## src/rtl/vmpc_pkg.sv

```systemverilog
// Shared types and constants for the valve motor position controller.
package vmpc_pkg;

    // Operation codes carried in the op field of an input beat
    localparam logic [2:0] OP_TICK        = 3'd0;
    localparam logic [2:0] OP_PULSE       = 3'd1;
    localparam logic [2:0] OP_MOVE        = 3'd2;
    localparam logic [2:0] OP_ADAPT_OPEN  = 3'd3;
    localparam logic [2:0] OP_ADAPT_CLOSE = 3'd4;

    // Configuration register indexes (byte address bits [3:2])
    localparam logic [1:0] CFG_STALL_LIMIT   = 2'd0;
    localparam logic [1:0] CFG_OPEN_RUNTIME  = 2'd1;
    localparam logic [1:0] CFG_CLOSE_RUNTIME = 2'd2;
    localparam logic [1:0] CFG_MIN_TRAVEL    = 2'd3;

    // Configuration reset values
    localparam logic [15:0] STALL_LIMIT_RST   = 16'd20;
    localparam logic [15:0] OPEN_RUNTIME_RST  = 16'd5000;
    localparam logic [15:0] CLOSE_RUNTIME_RST = 16'd5000;
    localparam logic [14:0] MIN_TRAVEL_RST    = 15'd100;

    localparam logic [15:0] CNT_MAX = 16'hFFFF;

    // Motor drive direction
    typedef enum logic [1:0] {
        MOTOR_HALT    = 2'b00,
        MOTOR_OPENING = 2'b01,
        MOTOR_CLOSING = 2'b10
    } dir_t;

    // Run mode, one-hot
    typedef enum logic [3:0] {
        MODE_IDLE   = 4'b0001,
        MODE_MOVE   = 4'b0010,
        MODE_AOPEN  = 4'b0100,
        MODE_ACLOSE = 4'b1000
    } mode_t;

    // Completion status of a run
    typedef enum logic [1:0] {
        STATUS_OK      = 2'd0,
        STATUS_RUNTIME = 2'd1,
        STATUS_RANGE   = 2'd2
    } status_t;

endpackage

```

## src/rtl/valve_motor_position_controller_core.sv

```systemverilog
// Valve motor position controller: input register, state update, result register.
//
//  channel | signals                                   | direction
//  --------+-------------------------------------------+----------
//  input   | in_valid, in_stall, op, target_position   | in
//  result  | out_valid, out_stall, drive_open .. adapted| out
//  config  | psel, penable, pwrite, paddr, pwdata ...  | in/out
//
// One beat is taken per cycle while in_stall is low; a beat is held in the input
// register and its result in the result register before the result beat is taken.
// The position, counters and run mode are registered from the input register as each
// beat is processed, so a following beat always sees the state its predecessor left.
// Reset clears the controller state and valid flags and loads the configuration defaults.
// A stalled result holds the input register; in_stall rises only while both are full.
module valve_motor_position_controller_core
    import vmpc_pkg::*;
(
    input  logic               clk,
    input  logic               rst_n,

    input  logic               in_valid,
    output logic               in_stall,
    input  logic [2:0]         op,
    input  logic signed [15:0] target_position,

    output logic               out_valid,
    input  logic               out_stall,
    output logic               drive_open,
    output logic               drive_close,
    output logic               driver_enabled,
    output logic               done_res,
    output logic [1:0]         status,
    output logic signed [15:0] position,
    output logic               adapted,

    input  logic               psel,
    input  logic               penable,
    input  logic               pwrite,
    input  logic [3:0]         paddr,
    input  logic [31:0]        pwdata,
    output logic [31:0]        prdata,
    output logic               pready
);

    // Configuration registers
    logic [15:0] stall_limit_reg;
    logic [15:0] open_runtime_reg;
    logic [15:0] close_runtime_reg;
    logic [14:0] min_travel_reg;

    // Input register
    logic        in_valid_reg;
    logic [2:0]  op_reg;
    logic [15:0] target_reg;

    // Controller state
    logic [15:0] pos_reg,     pos_next;
    logic [15:0] range_reg,   range_next;
    logic [15:0] goal_reg,    goal_next;
    dir_t        dir_reg,     dir_next;
    logic        running_reg, running_next;
    logic        enabled_reg, enabled_next;
    logic [15:0] stall_reg,   stall_next;
    logic [15:0] run_reg,     run_next;
    mode_t       mode_reg,    mode_next;
    logic        done_next;
    status_t     status_next;

    // Result register
    logic        out_valid_reg;
    logic        drive_open_reg;
    logic        drive_close_reg;
    logic        enabled_out_reg;
    logic        done_reg;
    status_t     status_reg;
    logic [15:0] position_reg;
    logic        adapted_reg;

    logic        cfg_write;
    logic        in_accept;
    logic        out_free;
    logic        proc;
    logic [15:0] stall_inc;
    logic [15:0] range_neg;

    // Handshake
    assign out_free  = !out_valid_reg || !out_stall;
    assign proc      = in_valid_reg && out_free;
    assign in_stall  = in_valid_reg && !out_free;
    assign in_accept = in_valid && !in_stall;

    // Configuration port
    assign pready    = 1'b1;
    assign cfg_write = psel && penable && pwrite && pready;

    always_comb
    begin
        unique case (paddr[3:2])
            CFG_STALL_LIMIT:   prdata = {16'd0, stall_limit_reg};
            CFG_OPEN_RUNTIME:  prdata = {16'd0, open_runtime_reg};
            CFG_CLOSE_RUNTIME: prdata = {16'd0, close_runtime_reg};
            CFG_MIN_TRAVEL:    prdata = {17'd0, min_travel_reg};
            default:           prdata = 32'd0;
        endcase
    end

    always_ff @(posedge clk or negedge rst_n)
    begin
        if (!rst_n)
        begin
            stall_limit_reg   <= STALL_LIMIT_RST;
            open_runtime_reg  <= OPEN_RUNTIME_RST;
            close_runtime_reg <= CLOSE_RUNTIME_RST;
            min_travel_reg    <= MIN_TRAVEL_RST;
        end
        else if (cfg_write)
        begin
            unique case (paddr[3:2])
                CFG_STALL_LIMIT:   stall_limit_reg   <= pwdata[15:0];
                CFG_OPEN_RUNTIME:  open_runtime_reg  <= pwdata[15:0];
                CFG_CLOSE_RUNTIME: close_runtime_reg <= pwdata[15:0];
                CFG_MIN_TRAVEL:    min_travel_reg    <= pwdata[14:0];
                default:           ;
            endcase
        end
    end

    // Input register
    always_ff @(posedge clk or negedge rst_n)
    begin
        if (!rst_n)
        begin
            in_valid_reg <= 1'b0;
        end
        else
        begin
            in_valid_reg <= in_accept || (in_valid_reg && !proc);
        end
    end

    always_ff @(posedge clk)
    begin
        if (in_accept)
        begin
            op_reg     <= op;
            target_reg <= target_position;
        end
    end

    // a close run only ends on a tick, which leaves the position as it was
    assign stall_inc = (stall_reg != CNT_MAX) ? stall_reg + 16'd1 : stall_reg;
    assign range_neg = ~pos_reg + 16'd1;

    // State update for one beat
    always_comb
    begin
        pos_next     = pos_reg;
        range_next   = range_reg;
        goal_next    = goal_reg;
        dir_next     = dir_reg;
        running_next = running_reg;
        enabled_next = enabled_reg;
        stall_next   = stall_reg;
        run_next     = run_reg;
        mode_next    = mode_reg;
        done_next    = 1'b0;
        status_next  = STATUS_OK;

        unique case (op_reg)
            OP_TICK:
            begin
                stall_next = stall_inc;
                if (stall_inc > stall_limit_reg)
                begin
                    dir_next     = MOTOR_HALT;
                    running_next = 1'b0;
                end
                if (running_next && run_reg != CNT_MAX)
                    run_next = run_reg + 16'd1;
                // goal reached or passed
                if (range_reg != 16'd0)
                begin
                    if (dir_next == MOTOR_OPENING && $signed(pos_reg) >= $signed(goal_reg))
                    begin
                        dir_next     = MOTOR_HALT;
                        running_next = 1'b0;
                    end
                    else if (dir_next == MOTOR_CLOSING && $signed(pos_reg) <= $signed(goal_reg))
                    begin
                        dir_next     = MOTOR_HALT;
                        running_next = 1'b0;
                    end
                end
                // runtime limits of the adaptation runs
                if ((mode_reg == MODE_AOPEN && run_next > open_runtime_reg) ||
                    (mode_reg == MODE_ACLOSE && run_next > close_runtime_reg))
                begin
                    dir_next     = MOTOR_HALT;
                    running_next = 1'b0;
                end
            end
            OP_PULSE:
            begin
                if (dir_reg == MOTOR_OPENING)
                    pos_next = pos_reg + 16'd1;
                else if (dir_reg == MOTOR_CLOSING)
                    pos_next = pos_reg - 16'd1;
                stall_next = 16'd0;
            end
            OP_MOVE:
            begin
                enabled_next = 1'b1;
                run_next     = 16'd0;
                stall_next   = 16'd0;
                if ($signed(target_reg) > $signed(pos_reg))
                begin
                    dir_next     = MOTOR_OPENING;
                    running_next = 1'b1;
                end
                else if ($signed(target_reg) < $signed(pos_reg))
                begin
                    dir_next     = MOTOR_CLOSING;
                    running_next = 1'b1;
                end
                goal_next = target_reg;
                mode_next = MODE_MOVE;
            end
            OP_ADAPT_OPEN:
            begin
                enabled_next = 1'b1;
                run_next     = 16'd0;
                stall_next   = 16'd0;
                dir_next     = MOTOR_OPENING;
                running_next = 1'b1;
                mode_next    = MODE_AOPEN;
            end
            OP_ADAPT_CLOSE:
            begin
                enabled_next = 1'b1;
                run_next     = 16'd0;
                stall_next   = 16'd0;
                dir_next     = MOTOR_CLOSING;
                running_next = 1'b1;
                mode_next    = MODE_ACLOSE;
            end
            default: ;
        endcase

        // Run finished: wrap up according to mode
        if (mode_next != MODE_IDLE && !running_next)
        begin
            done_next = 1'b1;
            if (mode_next == MODE_AOPEN)
            begin
                pos_next     = 16'd0;
                enabled_next = 1'b0;
                status_next  = (run_next <= open_runtime_reg) ? STATUS_OK : STATUS_RUNTIME;
            end
            else if (mode_next == MODE_ACLOSE)
            begin
                enabled_next = 1'b0;
                if (run_next <= close_runtime_reg)
                begin
                    range_next = range_neg;
                    pos_next   = 16'd0;
                    if ($signed(range_neg) < $signed({1'b0, min_travel_reg}))
                    begin
                        range_next  = 16'd0;
                        status_next = STATUS_RANGE;
                    end
                end
                else
                begin
                    status_next = STATUS_RUNTIME;
                end
            end
            mode_next = MODE_IDLE;
        end
    end

    // State registers
    always_ff @(posedge clk or negedge rst_n)
    begin
        if (!rst_n)
        begin
            pos_reg     <= 16'd0;
            range_reg   <= 16'd0;
            goal_reg    <= 16'd0;
            dir_reg     <= MOTOR_HALT;
            running_reg <= 1'b0;
            enabled_reg <= 1'b0;
            stall_reg   <= 16'd0;
            run_reg     <= 16'd0;
            mode_reg    <= MODE_IDLE;
        end
        else if (proc)
        begin
            pos_reg     <= pos_next;
            range_reg   <= range_next;
            goal_reg    <= goal_next;
            dir_reg     <= dir_next;
            running_reg <= running_next;
            enabled_reg <= enabled_next;
            stall_reg   <= stall_next;
            run_reg     <= run_next;
            mode_reg    <= mode_next;
        end
    end

    // Result register
    always_ff @(posedge clk or negedge rst_n)
    begin
        if (!rst_n)
        begin
            out_valid_reg <= 1'b0;
        end
        else
        begin
            out_valid_reg <= proc || (out_valid_reg && out_stall);
        end
    end

    always_ff @(posedge clk)
    begin
        if (proc)
        begin
            drive_open_reg  <= (dir_next == MOTOR_OPENING);
            drive_close_reg <= (dir_next == MOTOR_CLOSING);
            enabled_out_reg <= enabled_next;
            done_reg        <= done_next;
            status_reg      <= status_next;
            position_reg    <= pos_next;
            adapted_reg     <= (range_next != 16'd0);
        end
    end

    assign out_valid      = out_valid_reg;
    assign drive_open     = drive_open_reg;
    assign drive_close    = drive_close_reg;
    assign driver_enabled = enabled_out_reg;
    assign done_res       = done_reg;
    assign status         = status_reg;
    assign position       = position_reg;
    assign adapted        = adapted_reg;

endmodule

```

## config.mk

```make
export PLATFORM = sky130hd
export DESIGN_NAME = valve_motor_position_controller_core
export DESIGN_NICKNAME = d
export VERILOG_FILES = /design/src/rtl/vmpc_pkg.sv /design/src/rtl/valve_motor_position_controller_core.sv
export SDC_FILE = /design/constraint.sdc
export NUM_CORES = 1
export LEC_CHECK = 0
export ABC_AREA = 1
export BUFFER_PORTS_ARGS = -buffer_cell sky130_fd_sc_hd__buf_4
export CAP_MARGIN = 20
export CORE_UTILIZATION = 35
export CTS_BUF_LIST = sky130_fd_sc_hd__clkbuf_4
export DETAILED_ROUTE_END_ITERATION = 12
export GPL_TIMING_DRIVEN = 0
export MAX_ROUTING_LAYER = met4
export PLACE_DENSITY_LB_ADDON = 0.1
export SLEW_MARGIN = 20
export SYNTH_ARGS = -nofsm -noshare
export SYNTH_HDL_FRONTEND = slang
export SYNTH_SLANG_ARGS = --single-unit
```

## constraint.sdc

```tcl
create_clock -name clk -period 14.9 [get_ports clk]
set_input_delay 0.745 -clock clk [delete_from_list [all_inputs] [get_ports clk]]
set_output_delay 0.745 -clock clk [all_outputs]
set_load 0.05 [all_outputs]
```

==> Word-level counts from Yosys, hierarchy flattened <==
Index checks and enable logic that the tools add are counted.
{ "op_classes": {"addsub": 5, "order_cmp": 10, "eq_ne": 20, "n_mux": 48, "bitwise": 1, "n_reduce_logical": 37} }
{ "ops": {"columns": ["op", "n"], "rows": [
  ["$mux 16", 15],
  ["$pmux 32 s4", 1],
  ["$add 16x1->16 const B", 4],
  ["$gt 16x16->1", 4],
  ["$pmux 16 s2", 2],
  ["$le 16x16->1", 3],
  ["$lt 16x16->1", 2],
  ["$ne 16x16->1 const B", 2],
  ["$reduce_bool 16->1", 2],
  ["$mux 2", 12],
  ["$ge 16x16->1", 1],
  ["$not 16->16", 1],
  ["$sub 16x1->16 const B", 1],
  ["$mux 1", 14],
  ["$logic_and 1x1->1", 13],
  ["$pmux 4 s3", 1],
  ["$reduce_and 2->1", 6],
  ["$eq 2x2->1 const B", 5],
  ["$eq 2x1->1 const B", 4],
  ["$eq 4x3->1 const B", 2],
  ["$eq 4x4->1 const B", 2],
  ["$pmux 2 s4", 1],
  ["$eq 3x2->1 const B", 2],
  ["$logic_not 1->1", 6],
  ["other kinds (12)", 15]
]} }
{ "totals": {"regBits": 195, "in_bits": 62, "out_inout_bits": 58} }

==> Logic depth before layout (Yosys ltp) <==
{ "depth": {"depth_word": 17, "mapped_depth": 51, "ltp_nobuf": 49} }

==> Least setup slack after synthesis <==
Ideal clock, no wire load.
{ "synth_timing": {"kind": "reg-to-reg", "startpoint": "register stall_reg[0]", "endpoint": "register adapted_reg (netlist: adapted) (data pin)", "setup_ns": 0.254, "t_arrival_ns": 5.014, "slack_ns": 9.631, "path_stages_with_launch": 46, "path_cell_list": "dfrtp_1 ha_1 inv_1 nor3_1 nand3_1 or2_1 clkbuf_1 nor2_1 nand2_1 inv_2 nor4_1 nand3_1 xor2_1 inv_1 ha_1 a21oi_1 nor2_1 nor2_1 [10 not listed] o22ai_1 ha_1 nand3_1 nor3_1 nand2_1 nand2_1 nand2_1 buf_2 nand3_1 nand2_1 nand2_1 nand2_1 nand3_1 nand2_1 nor2_1 nand2_1 nor2_1 nand2_1"} }
{ "synth_lines": {"columns": ["item", "line", "rtl"], "rows": [
  ["from (decl)", "valve_motor_position_controller_core.sv:63", "logic [15:0] stall_reg, stall_next;"],
  ["from (signal assigned)", "valve_motor_position_controller_core.sv:304", "stall_reg <= stall_next;"],
  ["$add 16x1->16 or $ne 16x16->1 (tied branches)", "valve_motor_position_controller_core.sv:151", "assign stall_inc = (stall_reg != CNT_MAX) ? stall_reg + 16'd1 : stall_reg;"],
  ["$mux 16 *", "valve_motor_position_controller_core.sv:151", null],
  ["$gt 16x16->1 *", "valve_motor_position_controller_core.sv:173", "if (stall_inc > stall_limit_reg)"],
  ["$mux 1 *", "valve_motor_position_controller_core.sv:173", null],
  ["$mux 1 *", "valve_motor_position_controller_core.sv:169", "unique case (op_reg)"],
  ["$logic_and 1x1->1 *", "valve_motor_position_controller_core.sv:178", "if (running_next && run_reg != CNT_MAX)"],
  ["$mux 16 *", "valve_motor_position_controller_core.sv:178", null],
  ["$mux 16 *", "valve_motor_position_controller_core.sv:169", null],
  ["$pmux 16 s2 *", "valve_motor_position_controller_core.sv:169", null],
  ["via run_next[13]", "valve_motor_position_controller_core.sv:64", "logic [15:0] run_reg, run_next;"],
  ["$le 16x16->1 *", "valve_motor_position_controller_core.sv:262", "if (run_next <= close_runtime_reg)"],
  ["$mux 16 *", "valve_motor_position_controller_core.sv:262", null],
  ["$mux 16 *", "valve_motor_position_controller_core.sv:259", "else if (mode_next == MODE_ACLOSE)"],
  ["$mux 16 *", "valve_motor_position_controller_core.sv:253", "if (mode_next == MODE_AOPEN)"],
  ["$mux 16 *", "valve_motor_position_controller_core.sv:250", "if (mode_next != MODE_IDLE && !running_next)"],
  ["$reduce_bool 16->1 *", "valve_motor_position_controller_core.sv:333", "adapted_reg <= (range_next != 16'd0);"],
  ["to (signal assigned)", "valve_motor_position_controller_core.sv:333", null],
  ["to (decl)", "valve_motor_position_controller_core.sv:77", "logic adapted_reg;"]
]} }
Mark *: on every way through the listed nets, which the timed path passes. The rest lies on a longest branch. The select of a mux whose other input is x is not followed.
A chain may end at the register's enable or synchronous reset.

==> Final worst setup path <==
{ "layout_timing": {"startpoint": "register stall_reg[0]", "endpoint": "register position_reg[13] (netlist: position[13]) (data pin)"} }
{ "layout_lines": {"columns": ["item", "line", "rtl"], "rows": [
  ["$add 16x1->16 or $ne 16x16->1 (tied branches)", "valve_motor_position_controller_core.sv:151", null],
  ["$mux 16 *", "valve_motor_position_controller_core.sv:151", null],
  ["$gt 16x16->1 *", "valve_motor_position_controller_core.sv:173", null],
  ["$mux 1 *", "valve_motor_position_controller_core.sv:173", null],
  ["$mux 1 *", "valve_motor_position_controller_core.sv:169", null],
  ["$logic_and 1x1->1 *", "valve_motor_position_controller_core.sv:178", null],
  ["$mux 16 *", "valve_motor_position_controller_core.sv:178", null],
  ["$mux 16 *", "valve_motor_position_controller_core.sv:169", null],
  ["$pmux 16 s2 *", "valve_motor_position_controller_core.sv:169", null],
  ["via run_next[13]", "valve_motor_position_controller_core.sv:64", null],
  ["$le 16x16->1 *", "valve_motor_position_controller_core.sv:262", null],
  ["$mux 16 *", "valve_motor_position_controller_core.sv:262", null],
  ["$mux 16 *", "valve_motor_position_controller_core.sv:259", null],
  ["$mux 16 *", "valve_motor_position_controller_core.sv:253", null],
  ["$mux 16 *", "valve_motor_position_controller_core.sv:250", null],
  ["via pos_next[13]", "valve_motor_position_controller_core.sv:57", "logic [15:0] pos_reg, pos_next;"],
  ["to (signal assigned)", "valve_motor_position_controller_core.sv:332", "position_reg <= pos_next;"],
  ["to (decl)", "valve_motor_position_controller_core.sv:76", "logic [15:0] position_reg;"]
]} }
Marked as above.

==> impl_metrics.yaml <==
status:
  outcome: "completed"
cells_and_area:
  nFillCells: 3973
  layout-drive-gt1-share_pct: 10.5
  syn_to_final_growth_pct: 12.4
  final_cell_mix: "nand2_1 (445), inv_1 (241), dfrtp_1 (137), nor2_1 (132), ha_1 (131)"
  nets: 2099
  final_common_cell: "nand2_1"
  postLayoutCellArea_mm2: 0.0151
global_routing:
  antenna_found_initial: 2
  grt_use_total_pct: 24.9
  grt_max_degree: 82
  grt_pass1_wl_um: 69800
  grt_pass1_vias: 11400
  grt_overflow: 0
worst_setup_path:
  ff2ff_path_depth: 41
  rrSetupSlack_ns: 7.88
  crit_path_start_kind: "flop"
  r2r-end: "position[13]$_DFFE_PP_"
  cpPeakStageDelay_ns: 0.47
  required_ns: 15.46
  r2r_start: "stall_reg[0]$_DFFE_PN0P_"
  startpoint: "stall_reg[0]$_DFFE_PN0P_"
  arrival_ns: 7.58
  cpMostUsedCell: "nand2_1"
  end_kind: "flop"
  crit_fanout: 10
  critical_path_class: "flop to flop"
  cp_slowest_cell: "o22ai_1"
hold_path:
  min_to: "target_reg[9]$_DFFE_PP_"
  worstHoldPathType: "input pin to flop"
  worstHoldStart: "target_position[9]"
  min_delay_path_depth: 1
clock_tree:
  tritoncts: "yes"
  clk_path_buf_depth: 2
  path_clk_slew_ns: 0.17
  clk_root_buffer_cell: "clkbuf_4"
  cts_inserted_buffers: 17
  htree_levels: 4
  clock_sinks: 195
  clk_latency_ns: 0.80
  post_cts_buffers: 0
yosys:
  synth_seq_cells: 195
  synth-warning-count: 0
  synth-edff-count: 42
  yosysSeqAreaShare_pct: 38.0
  syn-mean-instance-area_um2: 7.52
  syn_area_mm2: 0.0134
  async_flop_share_pct: 78.5
  synth-main-ff-cell: "dfrtp_1"
  syn_inst: 1787
  ys_types: 50
placement:
  dp_hpwl_um: 35700
  dp_slack_ns: 8.02
  io_buffers: 82
  place_area_mm2: 0.0148
  place_congestion: 0.941
drt:
  drc_errors: 0
  dr.pass1.iters: 7
  vias: 12400
  antenna_left: 0
  viasPerCell: 5.09
  routedWlPerCell_um: 18.6
  wl_um: 45300
  first_iter_violations: 1206
die:
  die_width_um: 198
  die_h_um: 198
  die_area_mm2: 0.0392
  initial_utilization_pct: 35.6
  coreArea_mm2: 0.0378
  num_rows: 71
  ios: 120
timing:
  fmax_ghz: 0.142
  finalCriticalPeriod_ns: 7.02
  finClkSkew_ns: 0.0470
  hold_viol: 0
  rsz0062_at_grt: "no"
  fin_crit_sh_pct: 47.1
  finalSetupViolations: 0
  timing.final.ws_setup_ns: 7.88
  relSlewSlack_pct: 39.6
  worstMarginPinSlew_ns: 0.905
  slew_violations: 0
  final.setup.tns_ns: 0
power_and_ir_drop:
  cellPowerDensity_mw_per_mm2: 151
  p_leak_nw: 7.36
  peakVddDrop_uv: 65.5
flow_run:
  max_cap_viol_count: 0
## metal layers
| layer | wire length [µm] | track usage (%) | up-vias | part of all wire [%] |
|---|---|---|---|---|
| li1 | - | - | 6101 | - |
| met1 | 23400 | 37.3 | 5892 | 52 |
| met2 | 18600 | 33.7 | 348 | 41 |
| met3 | 2270 | 3.76 | 56 | 5.0 |
| met4 | 1010 | 7.78 | 0 | 2.2 |
| met5 | 0 | - | - | 0 |
## what timing repair did
item	CTS	global route
resized for setup	0	0
endpoints found under the hold margin	79	0
hold buffers	1	0
## synth_stat cells (4+ instances only)
cell type | count | area [µm²]
dfstp_2 | 16 | 420
clkbuf_1 | 37 | 139
nor3_1 | 28 | 140
xor2_1 | 29 | 254
ha_1 | 131 | 1640
o22ai_1 | 29 | 181
buf_4 | 20 | 150
a21oi_1 | 97 | 485
nor4_1 | 8 | 50.1
clkinv_1 | 5 | 18.8
inv_1 | 241 | 905
nor2_1 | 132 | 495
o21ai_0 | 127 | 636
a21o_1 | 5 | 37.5
nand4_1 | 21 | 131
o2111ai_1 | 19 | 166
buf_2 | 7 | 35.0
dfrtp_1 | 137 | 3430
buf_1 | 6 | 22.5
nand3_1 | 79 | 395
nand2_1 | 445 | 1670
nor2_2 | 6 | 37.5
a31oi_1 | 14 | 87.6
o21ai_1 | 37 | 185
o21bai_1 | 4 | 30.0
edfxtp_1 | 42 | 1260
inv_2 | 25 | 93.8
## how the worst max path moves through the flow
stage          cells past startpoint                      to  slack (ns)
2_1_floorplan                     45       adapted$_DFFE_PP_        9.63
3_3_place_gp                      41  position[13]$_DFFE_PP_        8.05
3_5_place_dp                      41  position[13]$_DFFE_PP_        8.02
4_1_cts                           41  position[13]$_DFFE_PP_        7.97
5_1_grt                           46       adapted$_DFFE_PP_        7.26
6_report                          41  position[13]$_DFFE_PP_        7.88
## kinds of logic after synthesis
family | after synthesis | synth area share [%]
AO/OA/AOI/OAI | 349 | 14.5
XOR/XNOR | 30 | 1.96
adder cells (fa/ha/maj) | 131 | 12.2
buffers and inverters | 342 | 10.2
flip-flops | 195 | 38.0
multiplexers | 3 | 0.224
other | 2 | 0.0559
AND/OR/NAND/NOR | 735 | 22.8
## power breakdown
group	total, W	internal [W]	switching (W)	leakage [nW]
Clock	0.000317	0.000106	0.000211	0.151
Sequential	0.000786	0.000669	0.000117	2.32
Combinational	0.00118	0.000377	0.000807	4.90
Total	0.00229	0.00115	0.00114	7.36
## worst max-delay path, delay by kind of cell, from the launching register on
family | cells | cell delay (ns)
DFF | 1 | 0.42
buffers and inverters | 7 | 0.88
adders and majority gates | 3 | 0.88
and+or+nand+nor | 23 | 2.89
AOI/OAI and AO/OA | 7 | 1.39
xor gates and xnor gates | 1 | 0.35
## metrics by stage
| stage | hold WS [ns] | power [W] | instances | util [%] |
|---|---|---|---|---|
| after global routing | 0.0393 | 0.00248 | 2435 | 40.0 |
| after global placement | 0.466 | 0.00194 | 2395 | 39.1 |
| after floorplan | 0.448 | 0.00157 | 1802 | - |
| final | 0.119 | 0.00229 | 2435 | 40.0 |
| after detailed placement | 0.473 | 0.00197 | 2397 | 39.2 |
| after CTS | 0.0139 | 0.00230 | 2430 | 40.0 |
## area by class of cell
type	instances	area [µm²]	area share, %
clock inverter	12	131	0.870
sequential	195	5110	33.8
multi-input combinational	1265	7010	46.4
tap	511	639	4.23
antenna	5	12.5	0.0828
inverter	271	1020	6.73
buffer	71	359	2.38
timing repair buffer	85	681	4.51
clock buffer	20	150	0.994
Note: power is estimated with default switching activity, not from simulation.
